==> config.mk <==
export PLATFORM = sky130hd
export DESIGN_NAME = nfc_host_frame_receiver_unit
export DESIGN_NICKNAME = d
export VERILOG_FILES = /design/src/rtl/nfhr_pkg.sv /design/src/rtl/nfhr_csr.sv /design/src/rtl/nfhr_parser.sv /design/src/rtl/nfc_host_frame_receiver_unit.sv
export SDC_FILE = /design/constraint.sdc
export NUM_CORES = 1
export LEC_CHECK = 0
export BUFFER_PORTS_ARGS = -buffer_cell sky130_fd_sc_hd__buf_2
export CAP_MARGIN = 30
export CORE_ASPECT_RATIO = 0.7
export CORE_MARGIN = 3
export CORE_UTILIZATION = 66
export CTS_BUF_LIST = sky130_fd_sc_hd__clkbuf_4 sky130_fd_sc_hd__clkbuf_8 sky130_fd_sc_hd__clkbuf_16
export DETAILED_ROUTE_END_ITERATION = 8
export PLACE_DENSITY = 0.82
export SETUP_SLACK_MARGIN = 0.4
export SYNTH_ARGS = -nofsm -noshare
export SYNTH_HDL_FRONTEND = slang
export SYNTH_SLANG_ARGS = --single-unit
==> constraint.sdc <==
create_clock -name clock -period 8.67 [get_ports clock]
set_input_delay 0.4335 -clock clock [delete_from_list [all_inputs] [get_ports clock]]
set_output_delay 0.4335 -clock clock [all_outputs]
set_load 0.02 [all_outputs]
==> src/rtl/nfhr_pkg.sv <==
`timescale 1ns / 1ps
// ----------------------------------------------------------------------------
// nfhr_pkg
// Shared types and codes for the host frame receiver.
// ----------------------------------------------------------------------------
package nfhr_pkg;

   // Input beat kinds
   localparam logic [1:0] KIND_START = 2'd0;
   localparam logic [1:0] KIND_BYTE  = 2'd1;
   localparam logic [1:0] KIND_TICK  = 2'd2;

   // Final status codes
   localparam logic [2:0] ST_OK          = 3'd0;
   localparam logic [2:0] ST_TIMEOUT     = 3'd1;
   localparam logic [2:0] ST_DATA_LOSS   = 3'd2;
   localparam logic [2:0] ST_TOO_LONG    = 3'd3;
   localparam logic [2:0] ST_ERROR_FRAME = 3'd4;
   localparam logic [2:0] ST_NO_ROOM     = 3'd5;

   // Frame bytes
   localparam logic [7:0] PREAMBLE_BYTE = 8'h00;
   localparam logic [7:0] START_BYTE    = 8'hFF;
   localparam logic [7:0] TFI_TO_HOST   = 8'hD5;
   localparam logic [7:0] TFI_ERROR     = 8'h7F;

   // Register indexes
   localparam logic [1:0] REG_TIMEOUT_TICKS   = 2'd0;
   localparam logic [1:0] REG_MAX_FRAME_LEN   = 2'd1;
   localparam logic [1:0] REG_MAX_PAYLOAD_LEN = 2'd2;

   // Reset values of the registers
   localparam logic [15:0] RST_TIMEOUT_TICKS   = 16'd1000;
   localparam logic [7:0]  RST_MAX_FRAME_LEN   = 8'd255;
   localparam logic [7:0]  RST_MAX_PAYLOAD_LEN = 8'd255;

   typedef struct packed {
      logic [15:0] timeout_ticks;
      logic [7:0]  max_len;
      logic [7:0]  max_payload_len;
   } cfg_type;

   typedef struct packed {
      logic [1:0] kind;
      logic [7:0] rx_byte;
      logic [7:0] expected_cmd;
   } item_type;

   typedef struct packed {
      logic       is_status;
      logic [7:0] payload_byte;
      logic [2:0] status;
      logic [7:0] payload_len;
      logic       last;
   } result_type;

endpackage

==> src/rtl/nfhr_csr.sv <==
`timescale 1ns / 1ps
// ----------------------------------------------------------------------------
// nfhr_csr
// Configuration registers: timeout, largest LEN and payload room.
// ----------------------------------------------------------------------------
module nfhr_csr (
   input  logic             clock,
   input  logic             reset,
   input  logic             csr_we,
   input  logic [1:0]       csr_index,
   input  logic [15:0]      csr_wdata,
   output nfhr_pkg::cfg_type cfg
);

   logic [15:0] timeout_ticks_ff;
   logic [7:0]  max_len_ff;
   logic [7:0]  max_payload_len_ff;

   // Register writes; unknown indexes are dropped
   always_ff @(posedge clock) begin
      if (reset) begin
         timeout_ticks_ff   <= nfhr_pkg::RST_TIMEOUT_TICKS;
         max_len_ff         <= nfhr_pkg::RST_MAX_FRAME_LEN;
         max_payload_len_ff <= nfhr_pkg::RST_MAX_PAYLOAD_LEN;
      end else if (csr_we) begin
         case (csr_index)
            nfhr_pkg::REG_TIMEOUT_TICKS:   timeout_ticks_ff   <= csr_wdata;
            nfhr_pkg::REG_MAX_FRAME_LEN:   max_len_ff         <= csr_wdata[7:0];
            nfhr_pkg::REG_MAX_PAYLOAD_LEN: max_payload_len_ff <= csr_wdata[7:0];
            default: ;
         endcase
      end
   end

   assign cfg.timeout_ticks   = timeout_ticks_ff;
   assign cfg.max_len         = max_len_ff;
   assign cfg.max_payload_len = max_payload_len_ff;

endmodule

==> src/rtl/nfhr_parser.sv <==
`timescale 1ns / 1ps
// ----------------------------------------------------------------------------
// nfhr_parser
// Frame state machine: one item per step, result decided in the same pass.
// ----------------------------------------------------------------------------
module nfhr_parser (
   input  logic                 clock,
   input  logic                 reset,
   input  logic                 step,
   input  nfhr_pkg::item_type   item,
   input  nfhr_pkg::cfg_type    cfg,
   output logic                 res_valid,
   output nfhr_pkg::result_type res
);

   typedef enum logic [2:0] {
      PH_IDLE,
      PH_HUNT_ZERO,
      PH_HUNT_FF,
      PH_LEN,
      PH_LCS,
      PH_BODY
   } phase_type;

   phase_type   phase_ff, phase_in;
   logic [7:0]  len_byte_ff, len_byte_in;
   logic [8:0]  body_count_ff, body_count_in;
   logic [7:0]  running_sum_ff, running_sum_in;
   logic [7:0]  tfi_seen_ff, tfi_seen_in;
   logic [7:0]  code_seen_ff, code_seen_in;
   logic [7:0]  dcs_seen_ff, dcs_seen_in;
   logic [7:0]  armed_cmd_ff, armed_cmd_in;
   logic [15:0] tick_count_ff, tick_count_in;

   logic [8:0]  len_ext;
   logic [9:0]  idx_plus1;
   logic [7:0]  plen;
   logic        emit_status;
   logic [2:0]  status_code;

   assign len_ext   = {1'b0, len_byte_ff};
   assign idx_plus1 = {1'b0, body_count_ff} + 10'd1;
   assign plen      = len_byte_ff - 8'd2;

   // Next state and result
   always_comb begin
      phase_in       = phase_ff;
      len_byte_in    = len_byte_ff;
      body_count_in  = body_count_ff;
      running_sum_in = running_sum_ff;
      tfi_seen_in    = tfi_seen_ff;
      code_seen_in   = code_seen_ff;
      dcs_seen_in    = dcs_seen_ff;
      armed_cmd_in   = armed_cmd_ff;
      tick_count_in  = tick_count_ff;
      res_valid      = 1'b0;
      emit_status    = 1'b0;
      status_code    = nfhr_pkg::ST_OK;
      res.is_status    = 1'b0;
      res.payload_byte = item.rx_byte;
      res.status       = nfhr_pkg::ST_OK;
      res.payload_len  = 8'd0;
      res.last         = 1'b0;

      if (item.kind == nfhr_pkg::KIND_START) begin
         armed_cmd_in   = item.expected_cmd;
         tick_count_in  = 16'd0;
         len_byte_in    = 8'd0;
         body_count_in  = 9'd0;
         running_sum_in = 8'd0;
         tfi_seen_in    = 8'd0;
         code_seen_in   = 8'd0;
         dcs_seen_in    = 8'd0;
         phase_in       = PH_HUNT_ZERO;
      end else if (phase_ff != PH_IDLE && item.kind == nfhr_pkg::KIND_TICK) begin
         // Saturating tick count toward the timeout
         if (tick_count_ff != 16'hFFFF) begin
            tick_count_in = tick_count_ff + 16'd1;
         end
         if (tick_count_in >= cfg.timeout_ticks) begin
            emit_status = 1'b1;
            status_code = nfhr_pkg::ST_TIMEOUT;
         end
      end else if (phase_ff != PH_IDLE && item.kind == nfhr_pkg::KIND_BYTE) begin
         case (phase_ff)
            PH_HUNT_ZERO: begin
               if (item.rx_byte == nfhr_pkg::PREAMBLE_BYTE) phase_in = PH_HUNT_FF;
            end
            PH_HUNT_FF: begin
               if (item.rx_byte == nfhr_pkg::START_BYTE) begin
                  phase_in = PH_LEN;
               end else if (item.rx_byte != nfhr_pkg::PREAMBLE_BYTE) begin
                  phase_in = PH_HUNT_ZERO;
               end
            end
            PH_LEN: begin
               len_byte_in = item.rx_byte;
               phase_in    = PH_LCS;
            end
            PH_LCS: begin
               if (len_byte_ff + item.rx_byte != 8'd0) begin
                  emit_status = 1'b1;
                  status_code = nfhr_pkg::ST_DATA_LOSS;
               end else if (len_byte_ff > cfg.max_len) begin
                  emit_status = 1'b1;
                  status_code = nfhr_pkg::ST_TOO_LONG;
               end else begin
                  body_count_in  = 9'd0;
                  running_sum_in = 8'd0;
                  phase_in       = PH_BODY;
               end
            end
            PH_BODY: begin
               // Capture by position: TFI, response code, DCS
               if (body_count_ff == 9'd0) tfi_seen_in = item.rx_byte;
               if (body_count_ff == 9'd1) code_seen_in = item.rx_byte;
               if (body_count_ff == len_ext) dcs_seen_in = item.rx_byte;
               if (body_count_ff < len_ext) begin
                  running_sum_in = running_sum_ff + item.rx_byte;
               end
               body_count_in = idx_plus1[8:0];
               if (body_count_ff >= 9'd2 && body_count_ff < len_ext) begin
                  res_valid = 1'b1;
               end
               // Final checks once LEN+2 bytes are in
               if (idx_plus1 >= {2'b00, len_byte_ff} + 10'd2) begin
                  emit_status = 1'b1;
                  if (tfi_seen_in == nfhr_pkg::TFI_ERROR) begin
                     status_code = nfhr_pkg::ST_ERROR_FRAME;
                  end else if (tfi_seen_in != nfhr_pkg::TFI_TO_HOST) begin
                     status_code = nfhr_pkg::ST_DATA_LOSS;
                  end else if ({1'b0, code_seen_in} != {1'b0, armed_cmd_ff} + 9'd1) begin
                     status_code = nfhr_pkg::ST_DATA_LOSS;
                  end else if (running_sum_in + dcs_seen_in != 8'd0) begin
                     status_code = nfhr_pkg::ST_DATA_LOSS;
                  end else if (len_byte_ff < 8'd2 || plen > cfg.max_payload_len) begin
                     status_code = nfhr_pkg::ST_NO_ROOM;
                  end else begin
                     status_code = nfhr_pkg::ST_OK;
                  end
               end
            end
            default: ;
         endcase
      end

      // A status beat overrides any payload beat and ends the frame
      if (emit_status) begin
         phase_in         = PH_IDLE;
         res_valid        = 1'b1;
         res.is_status    = 1'b1;
         res.payload_byte = 8'd0;
         res.status       = status_code;
         res.payload_len  = (status_code == nfhr_pkg::ST_OK) ? plen : 8'd0;
         res.last         = 1'b1;
      end
   end

   // State registers
   always_ff @(posedge clock) begin
      if (reset) begin
         phase_ff       <= PH_IDLE;
         len_byte_ff    <= 8'd0;
         body_count_ff  <= 9'd0;
         running_sum_ff <= 8'd0;
         tfi_seen_ff    <= 8'd0;
         code_seen_ff   <= 8'd0;
         dcs_seen_ff    <= 8'd0;
         armed_cmd_ff   <= 8'd0;
         tick_count_ff  <= 16'd0;
      end else if (step) begin
         phase_ff       <= phase_in;
         len_byte_ff    <= len_byte_in;
         body_count_ff  <= body_count_in;
         running_sum_ff <= running_sum_in;
         tfi_seen_ff    <= tfi_seen_in;
         code_seen_ff   <= code_seen_in;
         dcs_seen_ff    <= dcs_seen_in;
         armed_cmd_ff   <= armed_cmd_in;
         tick_count_ff  <= tick_count_in;
      end
   end

endmodule

==> src/rtl/nfc_host_frame_receiver_unit.sv <==
`timescale 1ns / 1ps
// ----------------------------------------------------------------------------
// nfc_host_frame_receiver_unit
// Host-side receiver for one reader response frame, fed byte by byte.
// ----------------------------------------------------------------------------
// Takes one beat per clock cycle: start, received byte or timer tick. A beat
// is held in an input register and decided in a single pass by the frame
// state machine, so a result (payload byte or final status) goes into the
// output register that drives the rsp_ side. Throughput is one beat a cycle
// while rsp_tready is high; a stalled result holds in the output register
// while one further beat is taken into the input register. The user must
// write registers through csr_ only while no frame is in flight; not enforced.
// ----------------------------------------------------------------------------
module nfc_host_frame_receiver_unit (
   input  logic        clock,
   input  logic        reset,
   // Request beats
   input  logic        req_tvalid,
   output logic        req_tready,
   input  logic [15:0] req_tdata,  // [7:0] rx_byte, [15:8] expected_cmd
   input  logic [1:0]  req_tuser,  // [1:0] kind
   // Result beats
   output logic        rsp_tvalid,
   input  logic        rsp_tready,
   output logic [23:0] rsp_tdata,  // [7:0] payload_byte, [10:8] status,
                                   // [18:11] payload_len, [23:19] zero
   output logic        rsp_tuser,  // [0] is_status
   output logic        rsp_tlast,  // last
   // Configuration
   input  logic        csr_we,
   input  logic [1:0]  csr_index,
   input  logic [15:0] csr_wdata
);

   nfhr_pkg::cfg_type    cfg;
   nfhr_pkg::item_type   item_ff, item_in;
   nfhr_pkg::result_type res;
   nfhr_pkg::result_type out_ff;
   logic                 in_vld_ff;
   logic                 out_vld_ff;
   logic                 res_valid;
   logic                 advance;

   // Item moves on when the output register is free or being drained
   assign advance    = in_vld_ff && (!out_vld_ff || rsp_tready);
   assign req_tready = !in_vld_ff || advance;

   assign item_in.kind         = req_tuser;
   assign item_in.rx_byte      = req_tdata[7:0];
   assign item_in.expected_cmd = req_tdata[15:8];

   nfhr_csr u_csr (
      .clock     (clock),
      .reset     (reset),
      .csr_we    (csr_we),
      .csr_index (csr_index),
      .csr_wdata (csr_wdata),
      .cfg       (cfg)
   );

   nfhr_parser u_parser (
      .clock     (clock),
      .reset     (reset),
      .step      (advance),
      .item      (item_ff),
      .cfg       (cfg),
      .res_valid (res_valid),
      .res       (res)
   );

   // Input register
   always_ff @(posedge clock) begin
      if (reset) begin
         in_vld_ff <= 1'b0;
      end else if (req_tready) begin
         in_vld_ff <= req_tvalid;
      end
   end

   always_ff @(posedge clock) begin
      if (req_tready && req_tvalid) begin
         item_ff <= item_in;
      end
   end

   // Output register
   always_ff @(posedge clock) begin
      if (reset) begin
         out_vld_ff <= 1'b0;
      end else if (advance) begin
         out_vld_ff <= res_valid;
      end else if (rsp_tready) begin
         out_vld_ff <= 1'b0;
      end
   end

   always_ff @(posedge clock) begin
      if (advance && res_valid) begin
         out_ff <= res;
      end
   end

   assign rsp_tvalid = out_vld_ff;
   assign rsp_tdata  = {5'd0, out_ff.payload_len, out_ff.status, out_ff.payload_byte};
   assign rsp_tuser  = out_ff.is_status;
   assign rsp_tlast  = out_ff.last;

   // A status beat always closes the frame, a payload beat never does
   a_last_on_status: assert property (@(posedge clock) disable iff (reset)
      rsp_tvalid |-> (rsp_tuser == rsp_tlast))
      else $error("last does not match status beat");

   // Payload length only reported with ok status
   a_len_only_ok: assert property (@(posedge clock) disable iff (reset)
      rsp_tvalid && (out_ff.status != nfhr_pkg::ST_OK) |-> (out_ff.payload_len == 8'd0))
      else $error("payload length on non-ok status");

   // A held input item is not lost while the output stalls
   a_hold_input: assert property (@(posedge clock) disable iff (reset)
      in_vld_ff && !advance |=> in_vld_ff && $stable(item_ff))
      else $error("input item dropped during stall");

   // A pending result is only replaced after it was taken
   a_no_overwrite: assert property (@(posedge clock) disable iff (reset)
      out_vld_ff && !rsp_tready |=> out_vld_ff && $stable(out_ff))
      else $error("pending result overwritten");

endmodule

* Yosys cells after proc, flatten, opt, wreduce, memory -nomap -nowiden
Cells that the tools add are included.
Word-level totals: register bits 149, input port bits 41, word-level logic and storage cells 193
Cells by class: $add $sub $neg 8, $lt $le $gt $ge 7, equality and inequality tests 24, muxes and demuxes 94, reduce and logical (&&, ||, !) cells 38
Operators with widths (count):
- 8-bit 2-to-1 mux | 42
- 16-bit 2-to-1 mux | 5
- 3-bit 2-to-1 mux | 19
- 9-bit 2-to-1 mux | 5
- 8-bit adder | 3
- 8-bit nonzero test | 3
- 21-bit 2-to-1 mux | 1
- 9-bit case mux with 2 select lines | 1
- 16-bit by 1-bit adder with 16-bit output, second input constant | 1
- 16-bit >= comparator | 1
- 8-bit > comparator | 2
- 1-bit 2-to-1 mux | 16
- 16-bit != test, second input constant | 1
- 8-bit case mux with 2 select lines | 1
- 3-bit case mux with 4 select lines | 1
- 2-bit AND reduction | 6
- 9-bit by 1-bit adder with 10-bit output, second input constant | 1
- 10-bit >= comparator | 1
- 2-bit nonzero test | 5
- 8-bit by 1-bit adder with 9-bit output, second input constant | 1
- 8-bit by 2-bit adder with 9-bit output, second input constant | 1
- 9-bit by 1-bit == test with 1-bit output, second input constant | 1
- 9-bit by 8-bit == test with 1-bit output | 1
- 9-bit by 2-bit >= comparator with 1-bit output, second input constant | 1
- other kinds (33) | 51

* Longest topological paths before layout
Gate-level depths: netlist of the first run.
depth in word-level cells 20, mapped depth 18, depth with buffers taken out 18

* Modules after synthesis
From an unflattened synthesis of the first run, not the netlist that was laid out.
Second synthesis, totals: cell total of the unflattened synthesis 1037, area total of the unflattened synthesis 9352.7 um^2
Modules (own cells, without submodules):
- nfhr_parser | times used 1, cells an instance 852, area an instance 6735.2 um^2, sequential area each 1521.5 um^2
- nfc_host_frame_receiver_unit | times used 1, cells an instance 56, area an instance 1315.0 um^2, sequential area each 1211.2 um^2
- nfhr_csr | times used 1, cells an instance 129, area an instance 1302.5 um^2, sequential area each 640.6 um^2

* Least setup slack after synthesis of the first run
Ideal clock, no wire load.
path type reg-to-reg, from register u_parser.tick_count_ff[0], to register out_ff (netlist bit rsp_tdata[0]) (enable), setup time 0.397 ns, arrival 4.264 ns, data required time 8.273 ns, slack 4.010 ns, stages on the path, launching flop included 19, clock period less this slack 4.660 ns, path through dfxtp_1 -> ha_1 -> nand2_1 -> nor4_1 -> nand4_1 -> nand3_1 -> nor2_1 -> nand3_1 -> xnor2_1 -> ha_1 -> o21a_1 -> nor2_1 -> nor4b_1 -> o211ai_1 -> a21o_1 -> o22ai_2 -> clkbuf_1 -> nor2_1 -> nor2_1
Between the ends: cells in the longest elaborated chain, start to end 10, elaborated cells on any way between the ends 11, those cells by class add/sub (1); order compare (1); eq/ne (1); mux (7); reduce/logical (1)
Ends and longest elaborated chain:
- start: declaration | RTL line nfhr_parser.sv:33 | logic [15:0] tick_count_ff, tick_count_in;
- start signal: assignment | RTL line nfhr_parser.sv:180 | tick_count_ff <= tick_count_in;
- 16-bit by 1-bit adder with 16-bit output or 16-bit != test (tied branches) | RTL line nfhr_parser.sv:78, nfhr_parser.sv:77
- 16-bit 2-to-1 mux (*) | RTL line nfhr_parser.sv:77 | if (tick_count_ff != 16'hFFFF) begin
- 16-bit 2-to-1 mux (*) | RTL line nfhr_parser.sv:75 | end else if (phase_ff != PH_IDLE && item.kind == nfhr_pkg::KIND_TICK) begin
- 16-bit 2-to-1 mux (*) | RTL line nfhr_parser.sv:65 | if (item.kind == nfhr_pkg::KIND_START) begin
- 16-bit >= comparator (*) | RTL line nfhr_parser.sv:80 | if (tick_count_in >= cfg.timeout_ticks) begin
- 1-bit 2-to-1 mux (*) | RTL line nfhr_parser.sv:80
- 1-bit 2-to-1 mux (*) | RTL line nfhr_parser.sv:75
- 1-bit 2-to-1 mux (*) | RTL line nfhr_parser.sv:65
- net u_parser.emit_status | RTL line nfhr_parser.sv:38 | logic emit_status;
- 1-bit 2-to-1 mux (*) | RTL line nfhr_parser.sv:148 | if (emit_status) begin
- 1-bit logical AND (*) | RTL line nfc_host_frame_receiver_unit.sv:98 | if (advance && res_valid) begin
- end signal: assignment | RTL line nfc_host_frame_receiver_unit.sv:99 | out_ff <= res;
- end: declaration | RTL line nfc_host_frame_receiver_unit.sv:38 | nfhr_pkg::result_type out_ff;
Mark *: on every way through the listed nets, which the timed path passes. The rest lies on a longest branch. The select of a mux whose other input is x is not followed. A chain may end at the register's enable or synchronous reset.

* Final worst setup path of the first run
from register u_parser.len_byte_ff[4], to register out_ff (netlist bit rsp_tdata[12]), data pin
Between the ends: cells in the longest elaborated chain, start to end 19, elaborated cells on any way between the ends 44, those cells by class add/sub (4); order compare (5); eq/ne (1); mux (29); reduce/logical (5)
Ends and longest elaborated chain:
- start: declaration | RTL line nfhr_parser.sv:26 | logic [7:0] len_byte_ff, len_byte_in;
- start signal: assignment | RTL line nfhr_parser.sv:173 | len_byte_ff <= len_byte_in;
- 9-bit by 8-bit less-than comparator with 1-bit output or 9-bit by 8-bit == test with 1-bit output (tied branches) | RTL line nfhr_parser.sv:118, nfhr_parser.sv:117
- 8-bit 2-to-1 mux, on equally long branches | RTL line nfhr_parser.sv:118, nfhr_parser.sv:117
- 8-bit 2-to-1 mux | RTL line nfhr_parser.sv:85 | case (phase_ff)
- 8-bit 2-to-1 mux | RTL line nfhr_parser.sv:84 | end else if (phase_ff != PH_IDLE && item.kind == nfhr_pkg::KIND_BYTE) begin
- 8-bit 2-to-1 mux | RTL line nfhr_parser.sv:75
- 8-bit 2-to-1 mux | RTL line nfhr_parser.sv:65
- 8-bit adder | RTL line nfhr_parser.sv:134 | end else if (running_sum_in + dcs_seen_in != 8'd0) begin
- 8-bit nonzero test | RTL line nfhr_parser.sv:134
- (+3 left out)
- 3-bit 2-to-1 mux | RTL line nfhr_parser.sv:128 | if (tfi_seen_in == nfhr_pkg::TFI_ERROR) begin
- 3-bit 2-to-1 mux | RTL line nfhr_parser.sv:126 | if (idx_plus1 >= {2'b00, len_byte_ff} + 10'd2) begin
- 3-bit case mux with 2 select lines | RTL line nfhr_parser.sv:85
- 3-bit 2-to-1 mux | RTL line nfhr_parser.sv:84
- 3-bit 2-to-1 mux | RTL line nfhr_parser.sv:75
- 3-bit 2-to-1 mux | RTL line nfhr_parser.sv:65
- 3-bit zero test | RTL line nfhr_parser.sv:154 | res.payload_len = (status_code == nfhr_pkg::ST_OK) ? plen : 8'd0;
- 2-bit AND reduction (no source line) (*)
Mark *: on every way between the ends. The rest lies on a longest branch, timed or not. The select of a mux whose other input is x is not followed.

==> impl_results.md, run 1 <==
* Status: complete, no violations
* First-pass GRT wire length at about 37000 um
* Largest net degree at the start of global routing at 100
* CP Launch Type: flip-flop
* Post-synth top cells: dfxtp_1, nand2_1, nor2_1
* Via count at approximately 8000
* Post-Synthesis Cells at about 1000
* Core area at 13300 um^2
* Leading area contributor after synthesis: dfxtp_1
* Crit path kind: reg -> reg
* Worst R2R Path Depth at 16
* Die ar. at between 15000 and 20000 um^2
* Htree depth at 4
* Register Area at 3340 um^2
* Worst Hold Class: in -> reg
* Final setup viols at 0
* Slew Limit Headroom at about two fifths
* Number of synthesized flops with an enable pin at 38
* Crit path max-delay family: simple AND/OR/NAND/NOR gates
* Post-cts sizing count at 0
* Hold Vio Cnt, Final at 0
* Initial drt markers at between 1000 and 1500
* RSZ-0062 raised after global routing: false
* Total congestion overflow at 0
* Setup TNS at 0 ps
* Worst Path Required at roughly 9000 ps
* Area added between synthesis and finish at 12.1%
* Initial antenna violation count at 0
* I/O pin count at between 60 and 70
* Final nets at 1212
* Share of the synthesized area in the top cell type at between 20% and 30%
* Seq/Total Area, Yosys at roughly 37%
* Critical path buffer and inverter count at 1
* Vias in the first global route at ~7300
* Crit path DAT at 5480 ps
* Antenna Nets Post-Route at 0
* Worst-path cell chain: clkinv_1 -> ha_1 -> and4_1 -> a221oi_1 -> o21a_1 -> mux2_2 -> ha_1 -> fa_1 -> nand3_1 -> a21boi_0 -> mux2i_1 -> nor4_1 -> nand4_1 -> nor4b_4 -> o2111ai_4 -> nor2_1
* CTS tree: built
* Starting Density at between 60% and 70%
* Crit end category: flip-flop
* Clock sinks at roughly 150
* CP dominant cell by count: ha_1
* Synth Flop Type: dfxtp_1
* Worst Max-Slew Pin Slew at about 900 ps
* RR Endpoint: rsp_tdata[12]
* Placed Instances at around 1300
* Critical path peak fanout at 9
* Total GRT Usage at between 20 and 30%
* Die Y at roughly 100 um
* Hold depth at 1
* Post-DR wirelength/cell at 17.9 um
* Max Freq at approximately 190 MHz
* Hold WS at between 150 and 200 ps
* Critical path's largest stage delay at approximately 550 ps
* Synth top area cells: dfxtp_1, edfxtp_1, ha_1
* Share of cells above drive strength 1 at approximately an eighth
* Root Driver: clkbuf_16
* # diodes at 0
* Die W at roughly 150 um
* Synth Area per Inst at about 8.7 um^2
* CP endpoint: rsp_tdata[12]
* Leak pwr at between 0.004 and 0.005 uW
* Top-count cell post-synth: dfxtp_1
* GP Congestion at 0.929
* Pwr per Cell Area at approximately 160 nW/um^2
* CP max stage cell: nor4b_4
* Multi-input logic area at 5350 um^2
* Clock transition at path regs at around 70 ps
* Fin crit period at about 5200 ps
* Yosys cell types at 74
* Hpwl dp at 16300 um
* Mapped Area at 9080 um^2
* Part of the cycle the worst path needs at 60.1%
* DR vias/cell at ~6.2
* FF-to-FF Start: u_parser.len_byte_ff[4]
* DRT Pass-1 Iters at 8
* Post-synthesis register bit count at 148
* Synth async-reset ratio at 0%
* Fin Clk Skew at 10.8 ps
* Max cap viols at 0
* Fillers at 961
* Num CTS Buffers at 17
* # hold bufs at CTS at 0
* Final instance area at slightly above 10000 um^2
* DRC at 0
* Number of I/O port buffers at 63
* Worst VDD drop at approximately 0.00012 V
* FF-to-FF setup slack at 3460 ps
* Number of cell rows at 35
* Cell Area, Placed at between 9000 and 10000 um^2
* Crit. path cell count at 16
* Finished Layout Cells at 1288
* Final wirelength at approximately 23000 um
* Post-CTS Setup Inserts at 0
* Crit path from: u_parser.len_byte_ff[4]
* Clock latency on the worst-skew pair at ~430 ps
* Synth Warn # at 0
* Max-slew violation count at 0
* Clock buffer depth at 2
[cells in the final DEF (no fill, tap or decap), drive strengths merged, types with 14 or more instances in the layout]
master and instances:
dfxtp 110, nand2 107, nor2 99, ha 78, a21oi 77, buf 74, inv 65, nand3 42
o21ai 41, edfxtp 38, xnor2 33, a22oi 32, nor3 23, nor2b 22, a211o 18, clkbuf 17
xor2 14
[per-layer routing]
metal | global-route usage, % | vias up | part of all wire (%)
met5 | 0 | - | 0
met1 | 44.6 | 3702 | 45
met3 | 5.66 | 37 | 11
met2 | 43.7 | 435 | 42
li1 | - | 3843 | -
met4 | 8.99 | 0 | 1.7
[worst reg2reg max path: cells and delay by family (launching register included)]
kind            cells  cell delay [ps]
compound gates      4             1170
fa+ha+maj           3             1010
buf+inv             1              280
flops               1              440
mux                 2              560
simple gates        6             1620
[state kept, by name (all words and copies together) (netlist names)]
signal	flops
rsp_tuser	1
u_parser.phase_ff	3
item_ff	18
rsp_tvalid	1
u_csr.max_len_ff	8
u_parser.dcs_seen_ff	8
u_parser.code_seen_ff	8
u_csr.timeout_ticks_ff	16
in_vld_ff	1
u_parser.tick_count_ff	16
u_parser.armed_cmd_ff	8
u_parser.body_count_ff	9
u_parser.running_sum_ff	8
rsp_tdata	19
u_parser.tfi_seen_ff	8
u_parser.len_byte_ff	8
u_csr.max_payload_len_ff	8
[metrics by stage]
stage	total power [uW]	setup WS (ps)	utilization, %
6_report	1600	3460	76.5
4_1_cts	1600	3120	76.2
3_5_place_dp	846	3160	71.6
3_3_place_gp	844	3390	71.5
2_1_floorplan	812	4010	-
5_1_grt	1640	2980	76.5
[logic make-up (layout without fill, tap and decap cells)]
kind of cell / after synthesis / in the layout / synth area share, %
AOI/OAI and AO/OA: 250 / 250 / 18.5
xor gates and xnor gates: 47 / 47 / 4.53
adders and majority gates: 81 / 81 / 11.4
buffers and inverters: 106 / 165 / 4.75
DFF: 148 / 148 / 36.8
muxes: 20 / 20 / 2.37
other: 1 / 5 / 0.0413
and+or+nand+nor: 387 / 387 / 21.6
[power by group]
group / switching, uW / internal, uW
Clock: 347 / 416
Sequential: 11.9 / 720
Combinational: 62.5 / 40.6
Total: 422 / 1180
[final cells by class]
class / count / area share, %
Clock buffer: 17 / 4.18
Clock inverter: 15 / 1.87
Inverter: 59 / 2.17
Multi-Input combinational cell: 790 / 52.5
Sequential cell: 148 / 32.8
Tap cell: 185 / 2.27
Timing Repair Buffer: 74 / 4.21
[worst min-delay path by stage]
| stage | from | to | slack (ps) |
|---|---|---|---|
| final | req_tdata[0] | item_ff[8] | 170 |
| after global routing | req_tdata[1] | item_ff[9] | 170 |
| after CTS | req_tdata[0] | item_ff[8] | 160 |
| after detailed placement | u_csr.timeout_ticks_ff[4] | u_csr.timeout_ticks_ff[4] | 450 |
| after global placement | u_csr.timeout_ticks_ff[14] | u_csr.timeout_ticks_ff[14] | 440 |
| after floorplan | u_csr.timeout_ticks_ff[10] | u_csr.timeout_ticks_ff[10] | 440 |
Power figures use the tool's default switching activity.
==> run 2, diff against run 1 <==
Settings changed: CORE_UTILIZATION 66 to 55, PLACE_DENSITY 0.82 to 0.73.
Clock period 8.67 ns to 4.45 ns, I/O delays scaled along.
==> impl_results.md, run 2 (synthesis gave the netlist of run 1 again) <==
* Status: complete, no violations (unchanged)
* HP Start: csr_wdata[15] (was req_tdata[0])
* Critical path peak fanout at 8 (was 9)
* Starting Density at 57.4% (was 68.2%)
* Final setup viols at 0 (unchanged)
* Hold Vio Cnt, Final at 0 (unchanged)
* Via count at 8121 (was 8017)
* Die ar. at 18100 um^2 (was 15200 um^2)
* I/O pin count at 69 (unchanged)
* Hold depth at 3 (was 1)
* Hpwl dp at 17300 um (was 16300 um)
* GP Congestion at 1.01 (was 0.929)
* Clock sinks at 148 (unchanged)
* CP Launch Type: flip-flop (unchanged)
* Fillers at 1283 (was 961)
* Crit end category: flip-flop (unchanged)
* Initial drt markers at 804 (was 1037)
* Max cap viols at 0 (unchanged)
* Clock buffer depth at 2 (unchanged)
* Antenna Nets Post-Route at 0 (unchanged)
* Final wirelength at 24300 um (was 23000 um)
* Crit path DAT at 4360 ps (was 5480 ps)
* CTS tree: built (unchanged)
* Htree depth at 4 (unchanged)
* Most frequent cells in the layout: nand2_1, dfxtp_1, nor2_1, a21oi_1, ha_1 (was dfxtp_1, nand2_1, nor2_1, ha_1, a21oi_1)
* Total congestion overflow at 0 (unchanged)
* Power consumption at 3000 uW (was 1600 uW)
* Root Driver: clkbuf_16 (unchanged)
* Max reg flops at 19 (unchanged)
* Number of cell rows at 38 (was 35)
* DR vias/cell at 5.86 (was 6.22)
* CP max stage cell: fa_2 (was nor4b_4)
* Most common cell after layout, fill and taps aside: nand2_1 (was dfxtp_1)
* Worst VDD drop at 0.000281 V (was 0.000124 V)
* Leak pwr at 0.00462 uW (was 0.00431 uW)
* Crit path kind: reg -> reg (unchanged)
* DRT Pass-1 Iters at 5 (was 8)
* Critical path buffer and inverter count at 2 (was 1)
* Fin Clk Skew at 10.4 ps (was 10.8 ps)
* DRC at 0 (unchanged)
* Hold EP: u_csr.timeout_ticks_ff[15] (was item_ff[8])
* Final worst slack at 372 ps (was 3460 ps)
* Core Util, Final at 69.0% (was 76.5%)
* Core area at 15800 um^2 (was 13300 um^2)
* Pwr per Cell Area at 275 nW/um^2 (was 157 nW/um^2)
* Slew Limit Headroom at 41.2% (was 39.5%)
* Max-slew violation count at 0 (unchanged)
* Worst Max-Slew Pin Slew at 882 ps (was 899 ps)
* Clock latency on the worst-skew pair at 430 ps (about the same)
* Share of cells above drive strength 1 at 19.5% (was 12.7%)
* Number of I/O port buffers at 63 (unchanged)
* Critical path's largest stage delay at 420 ps (was 550 ps)
* Num CTS Buffers at 17 (unchanged)
* FF-to-FF Start: u_parser.len_byte_ff[2] (was u_parser.len_byte_ff[4])
* RR Endpoint: rsp_tdata[15] (was rsp_tdata[12])
* DP Worst Slack at -46.1 ps (was 3160 ps)
* Area added between synthesis and finish at 20.3% (was 12.1%)
* Clock transition at path regs at 70 ps (about the same)
* Largest net degree at the start of global routing at 56 (was 100)
* First-pass GRT wire length at 39000 um (was 36900 um)
* Worst Path Required at 4730 ps (was 8950 ps)
* Part of the cycle the worst path needs at 91.6% (was 60.1%)
* Worst-path cell chain: inv_2 -> ha_4 -> a21o_1 -> a21o_1 -> a221oi_4 -> o21a_1 -> mux2_4 -> ha_4 -> fa_2 -> xor2_2 -> nor3_2 -> nand3_1 -> nor4_1 -> nand4_1 -> nor4b_4 -> buf_6 -> o2111ai_4 -> nor2b_1 (was clkinv_1 -> ha_1 -> and4_1 -> a221oi_1 -> o21a_1 -> mux2_2 -> ha_1 -> fa_1 -> nand3_1 -> a21boi_0 -> mux2i_1 -> nor4_1 -> nand4_1 -> nor4b_4 -> o2111ai_4 -> nor2_1)
* FF-to-FF setup slack at 370 ps (was 3460 ps)
* Initial antenna violation count at 0 (unchanged)
* Die Y at 114 um (was 104 um)
* Die W at 160 um (was 146 um)
* RSZ-0062 raised after global routing: true (was false)
* Fin crit period at 4080 ps (was 5210 ps)
* Vias in the first global route at 7384 (was 7275)
* # diodes at 0 (unchanged)
* Total GRT Usage at 27.0% (was 29.8%)
* Final nets at 1275 (was 1212)
* Hold WS at 20.7 ps (was 175 ps)
* Post-DR wirelength/cell at 17.5 um (was 17.9 um)
* Max Freq at 245 MHz (was 192 MHz)
* Crit path max-delay family: simple AND/OR/NAND/NOR gates (unchanged)
* Worst Hold Class: in -> reg (unchanged)
* Worst R2R Path Depth at 18 (was 16)
[run 2: changes by cell type in the layout (fill, tap and decap cells not counted), sizes merged]
cell and change:
nor2 +1, dlygate4sd3 +21, buf +40, bufinv -1, clkbuf +1, inv -1, clkinvlp +2
[run 2: layer usage]
metal	vias to the layer above	wire, um	track usage (%)
li1	3970	-	-
met1	3799	11700	41.0
met2	326	10000	39.2
met3	26	2170	5.19
met4	0	355	7.46
met5	-	0	0
[run 2: worst max-delay path by stage]
| stage | start | endpoint | slack [ps] | cells past startpoint |
|---|---|---|---|---|
| floorplan | u_parser.len_byte_ff[2] | rsp_tdata[14] | 400 | 18 |
| global placement | u_parser.len_byte_ff[4] | rsp_tdata[14] | 120 | 16 |
| detailed placement | u_parser.len_byte_ff[4] | rsp_tdata[15] | -50 | 16 |
| global route | u_parser.len_byte_ff[2] | rsp_tdata[17] | 140 | 18 |
| CTS | u_parser.len_byte_ff[2] | rsp_tdata[15] | 350 | 18 |
| finish | u_parser.len_byte_ff[2] | rsp_tdata[15] | 370 | 18 |
[run 2: where the power goes]
group / internal (uW) / switching [uW] / total [uW]
Combinational: 93.6 / 137 / 231
Clock: 727 / 626 / 1350
Sequential: 1400 / 16.6 / 1420
Total: 2220 / 780 / 3000
[run 2: area by class of cell]
cell class | count | area [um^2] | share of cell area [%]
Clock buffer | 17 | 425 | 3.89
Clock inverter | 15 | 123 | 1.12
Inverter | 59 | 229 | 2.10
Multi-Input combinational cell | 791 | 5560 | 50.9
Sequential cell | 148 | 3360 | 30.7
Tap cell | 220 | 275 | 2.52
Timing Repair Buffer | 136 | 953 | 8.72
[run 2: stage by stage]
stage / cells / area [um^2] / TNS [ps]
2_1_floorplan: 1044 / 9140 / 0
3_3_place_gp: 1314 / 9780 / 0
3_5_place_dp: 1315 / 9790 / -229
4_1_cts: 1377 / 10700 / 0
5_1_grt: 1386 / 10900 / 0
6_report: 1386 / 10900 / 0
[run 2: worst reg2reg max path, stage by stage, from the launching register on]
cell	delay, ps
dfxtp_2	320
inv_2	70
ha_4	200
a21o_1	150
a21o_1	180
a221oi_4	310
o21a_1	210
mux2_4	340
ha_4	180
fa_2	420
xor2_2	160
nor3_2	140
nand3_1	90
nor4_1	240
nand4_1	180
nor4b_4	260
buf_6	160
o2111ai_4	160
nor2b_1	160
[run 2: repair_timing]
item,CTS,global route
setup endpoints to repair,33,33
hold buffers,21,0
setup buffers,9,7
gates cloned,0,1
gates resized for setup,30,25
endpoints found under the hold margin,21,0
pin swaps,12,17
==> run 3, diff against run 2 <==
Settings changed: CORE_ASPECT_RATIO 0.7 to 1.25.
==> impl_results.md, run 3 (synthesis gave the netlist of run 1 again) <==
* Share of cells above drive strength 1 at 17.7% (was 19.5%)
* Max-slew violation count at 0 (unchanged)
* Clock buffer depth at 2 (unchanged)
* Final setup viols at 0 (unchanged)
* Worst Path Required at 4730 ps (about the same)
* Max Freq at 237 MHz (was 245 MHz)
* Number of I/O port buffers at 63 (unchanged)
* Clock latency on the worst-skew pair at 430 ps (about the same)
* First-pass GRT wire length at 36800 um (was 39000 um)
* Worst VDD drop at 0.000243 V (was 0.000281 V)
* Clock transition at path regs at 60 ps (was 70 ps)
* DR vias/cell at 5.84 (was 5.86)
* Hold WS at 24.8 ps (was 20.7 ps)
* Die ar. at 18100 um^2 (about the same)
* Area added between synthesis and finish at 18.7% (was 20.3%)
* Final wirelength at 22900 um (was 24300 um)
* Num CTS Buffers at 17 (unchanged)
* CTS tree: built (unchanged)
* Crit path DAT at 4510 ps (was 4360 ps)
* Final worst slack at 223 ps (was 372 ps)
* Worst R2R Path Depth at 18 (unchanged)
* Htree depth at 4 (unchanged)
* RR Endpoint: rsp_tdata[16] (was rsp_tdata[15])
* Number of cell rows at 51 (was 38)
* Power consumption at 3050 uW (was 3000 uW)
* Max reg flops at 19 (unchanged)
* Total GRT Usage at 25.4% (was 27.0%)
* Finished Layout Cells at 1367 (was 1386)
* FF-to-FF Start: u_parser.len_byte_ff[2] (unchanged)
* HP Start: req_tvalid (was csr_wdata[15])
* CP Launch Type: flip-flop (unchanged)
* Leak pwr at 0.00454 uW (was 0.00462 uW)
* Root Driver: clkbuf_16 (unchanged)
* Hold EP: in_vld_ff (was u_csr.timeout_ticks_ff[15])
* Core Util, Final at 67.9% (was 69.0%)
* Antenna Nets Post-Route at 0 (unchanged)
* Initial drt markers at 553 (was 804)
* Fin crit period at 4230 ps (was 4080 ps)
* Most common cell after layout, fill and taps aside: nand2_1 (unchanged)
* Hpwl dp at 16300 um (was 17300 um)
* Crit end category: flip-flop (unchanged)
* Initial antenna violation count at 0 (unchanged)
* DP Worst Slack at -64.4 ps (was -46.1 ps)
* Status: complete, no violations (unchanged)
* Die Y at 150 um (was 114 um)
* FF-to-FF setup slack at 220 ps (was 370 ps)
* Fin Clk Skew at 10.2 ps (was 10.4 ps)
* Fillers at 1299 (was 1283)
* Worst Max-Slew Pin Slew at 991 ps (was 882 ps)
* RSZ-0062 raised after global routing: true (unchanged)
* Part of the cycle the worst path needs at 95.0% (was 91.6%)
* Pwr per Cell Area at 283 nW/um^2 (was 275 nW/um^2)
* Post-DR wirelength/cell at 16.7 um (was 17.5 um)
* Critical path peak fanout at 8 (unchanged)
* Vias in the first global route at 7529 (was 7384)
* Total congestion overflow at 0 (unchanged)
* # diodes at 0 (unchanged)
* Crit path kind: reg -> reg (unchanged)
* GP Congestion at 0.887 (was 1.01)
* Starting Density at 57.2% (was 57.4%)
* Slew Limit Headroom at 33.5% (was 41.2%)
* Hold Vio Cnt, Final at 0 (unchanged)
* Core area at 15900 um^2 (was 15800 um^2)
* I/O pin count at 69 (unchanged)
* Most frequent cells in the layout: nand2_1, dfxtp_1, nor2_1, a21oi_1, ha_1 (unchanged)
* Clock sinks at 148 (unchanged)
* Worst Hold Class: in -> reg (unchanged)
* Die W at 121 um (was 160 um)
* Hold depth at 3 (unchanged)
* Largest net degree at the start of global routing at 84 (was 56)
* Placed Instances at 1307 (was 1315)
* DRT Pass-1 Iters at 5 (unchanged)
* Max cap viols at 0 (unchanged)
* Final nets at 1264 (was 1275)
* DRC at 0 (unchanged)
* Via count at 7977 (was 8121)
[run 3: repair_timing]
item	CTS	global route
hold buffers	20	0
endpoints found under the hold margin	20	0
gates cloned	0	0
buffers inserted	4	3
resized for setup	15	19
setup endpoints to repair	11	40
pin swaps	11	16
[run 3: how the worst max path moves through the flow]
stage                                  from       endpoint  slack, ps  depth (start not counted)
floorplan           u_parser.len_byte_ff[2]  rsp_tdata[14]        400                         18
global placement    u_parser.len_byte_ff[2]  rsp_tdata[17]        100                         17
detailed placement  u_parser.len_byte_ff[4]  rsp_tdata[16]        -60                         16
CTS                 u_parser.len_byte_ff[4]  rsp_tdata[16]        270                         17
global route        u_parser.len_byte_ff[2]  rsp_tdata[17]         20                         18
finish              u_parser.len_byte_ff[2]  rsp_tdata[16]        220                         18
[run 3: cell type report]
| type | instances | area, um^2 | share of cell area (%) |
|---|---|---|---|
| clock buffers | 17 | 425 | 3.95 |
| well taps | 212 | 265 | 2.46 |
| clock inverters | 15 | 146 | 1.36 |
| flip-flops and latches | 148 | 3350 | 31.1 |
| repair buffers | 126 | 855 | 7.93 |
| inverters | 59 | 223 | 2.07 |
| multi-input cells | 790 | 5520 | 51.2 |
[run 3: per-stage QoR]
| stage | area (um^2) | TNS [ps] |
|---|---|---|
| 2_1_floorplan | 9140 | 0 |
| 3_3_place_gp | 9800 | 0 |
| 3_5_place_dp | 9800 | -365 |
| 4_1_cts | 10700 | 0 |
| 5_1_grt | 10800 | 0 |
| 6_report | 10800 | 0 |
[run 3: power by group]
| group | internal [uW] | total (uW) | switching [uW] |
|---|---|---|---|
| logic | 92.5 | 225 | 133 |
| clock network | 785 | 1410 | 623 |
| registers | 1400 | 1420 | 16.3 |
[run 3: critical path: stages (launching register included)]
cell	delay [ps]
dfxtp_2	330
inv_2	50
ha_4	210
a21o_1	150
a21o_1	200
a221oi_4	300
o21a_1	240
buf_6	140
mux2_4	320
fa_2	400
xor2_1	150
nor3_2	180
nand3_1	110
nor4_2	310
nand4_1	220
nor4b_4	250
buf_4	190
o2111ai_4	160
nor2b_1	160
[run 3: routing by layer]
layer	vias up	wire length, um	GRT usage [%]
met2	213	11300	43.6
met3	29	1220	4.80
met1	3787	10000	32.6
met5	-	0	0
li1	3948	-	-
met4	0	377	7.26
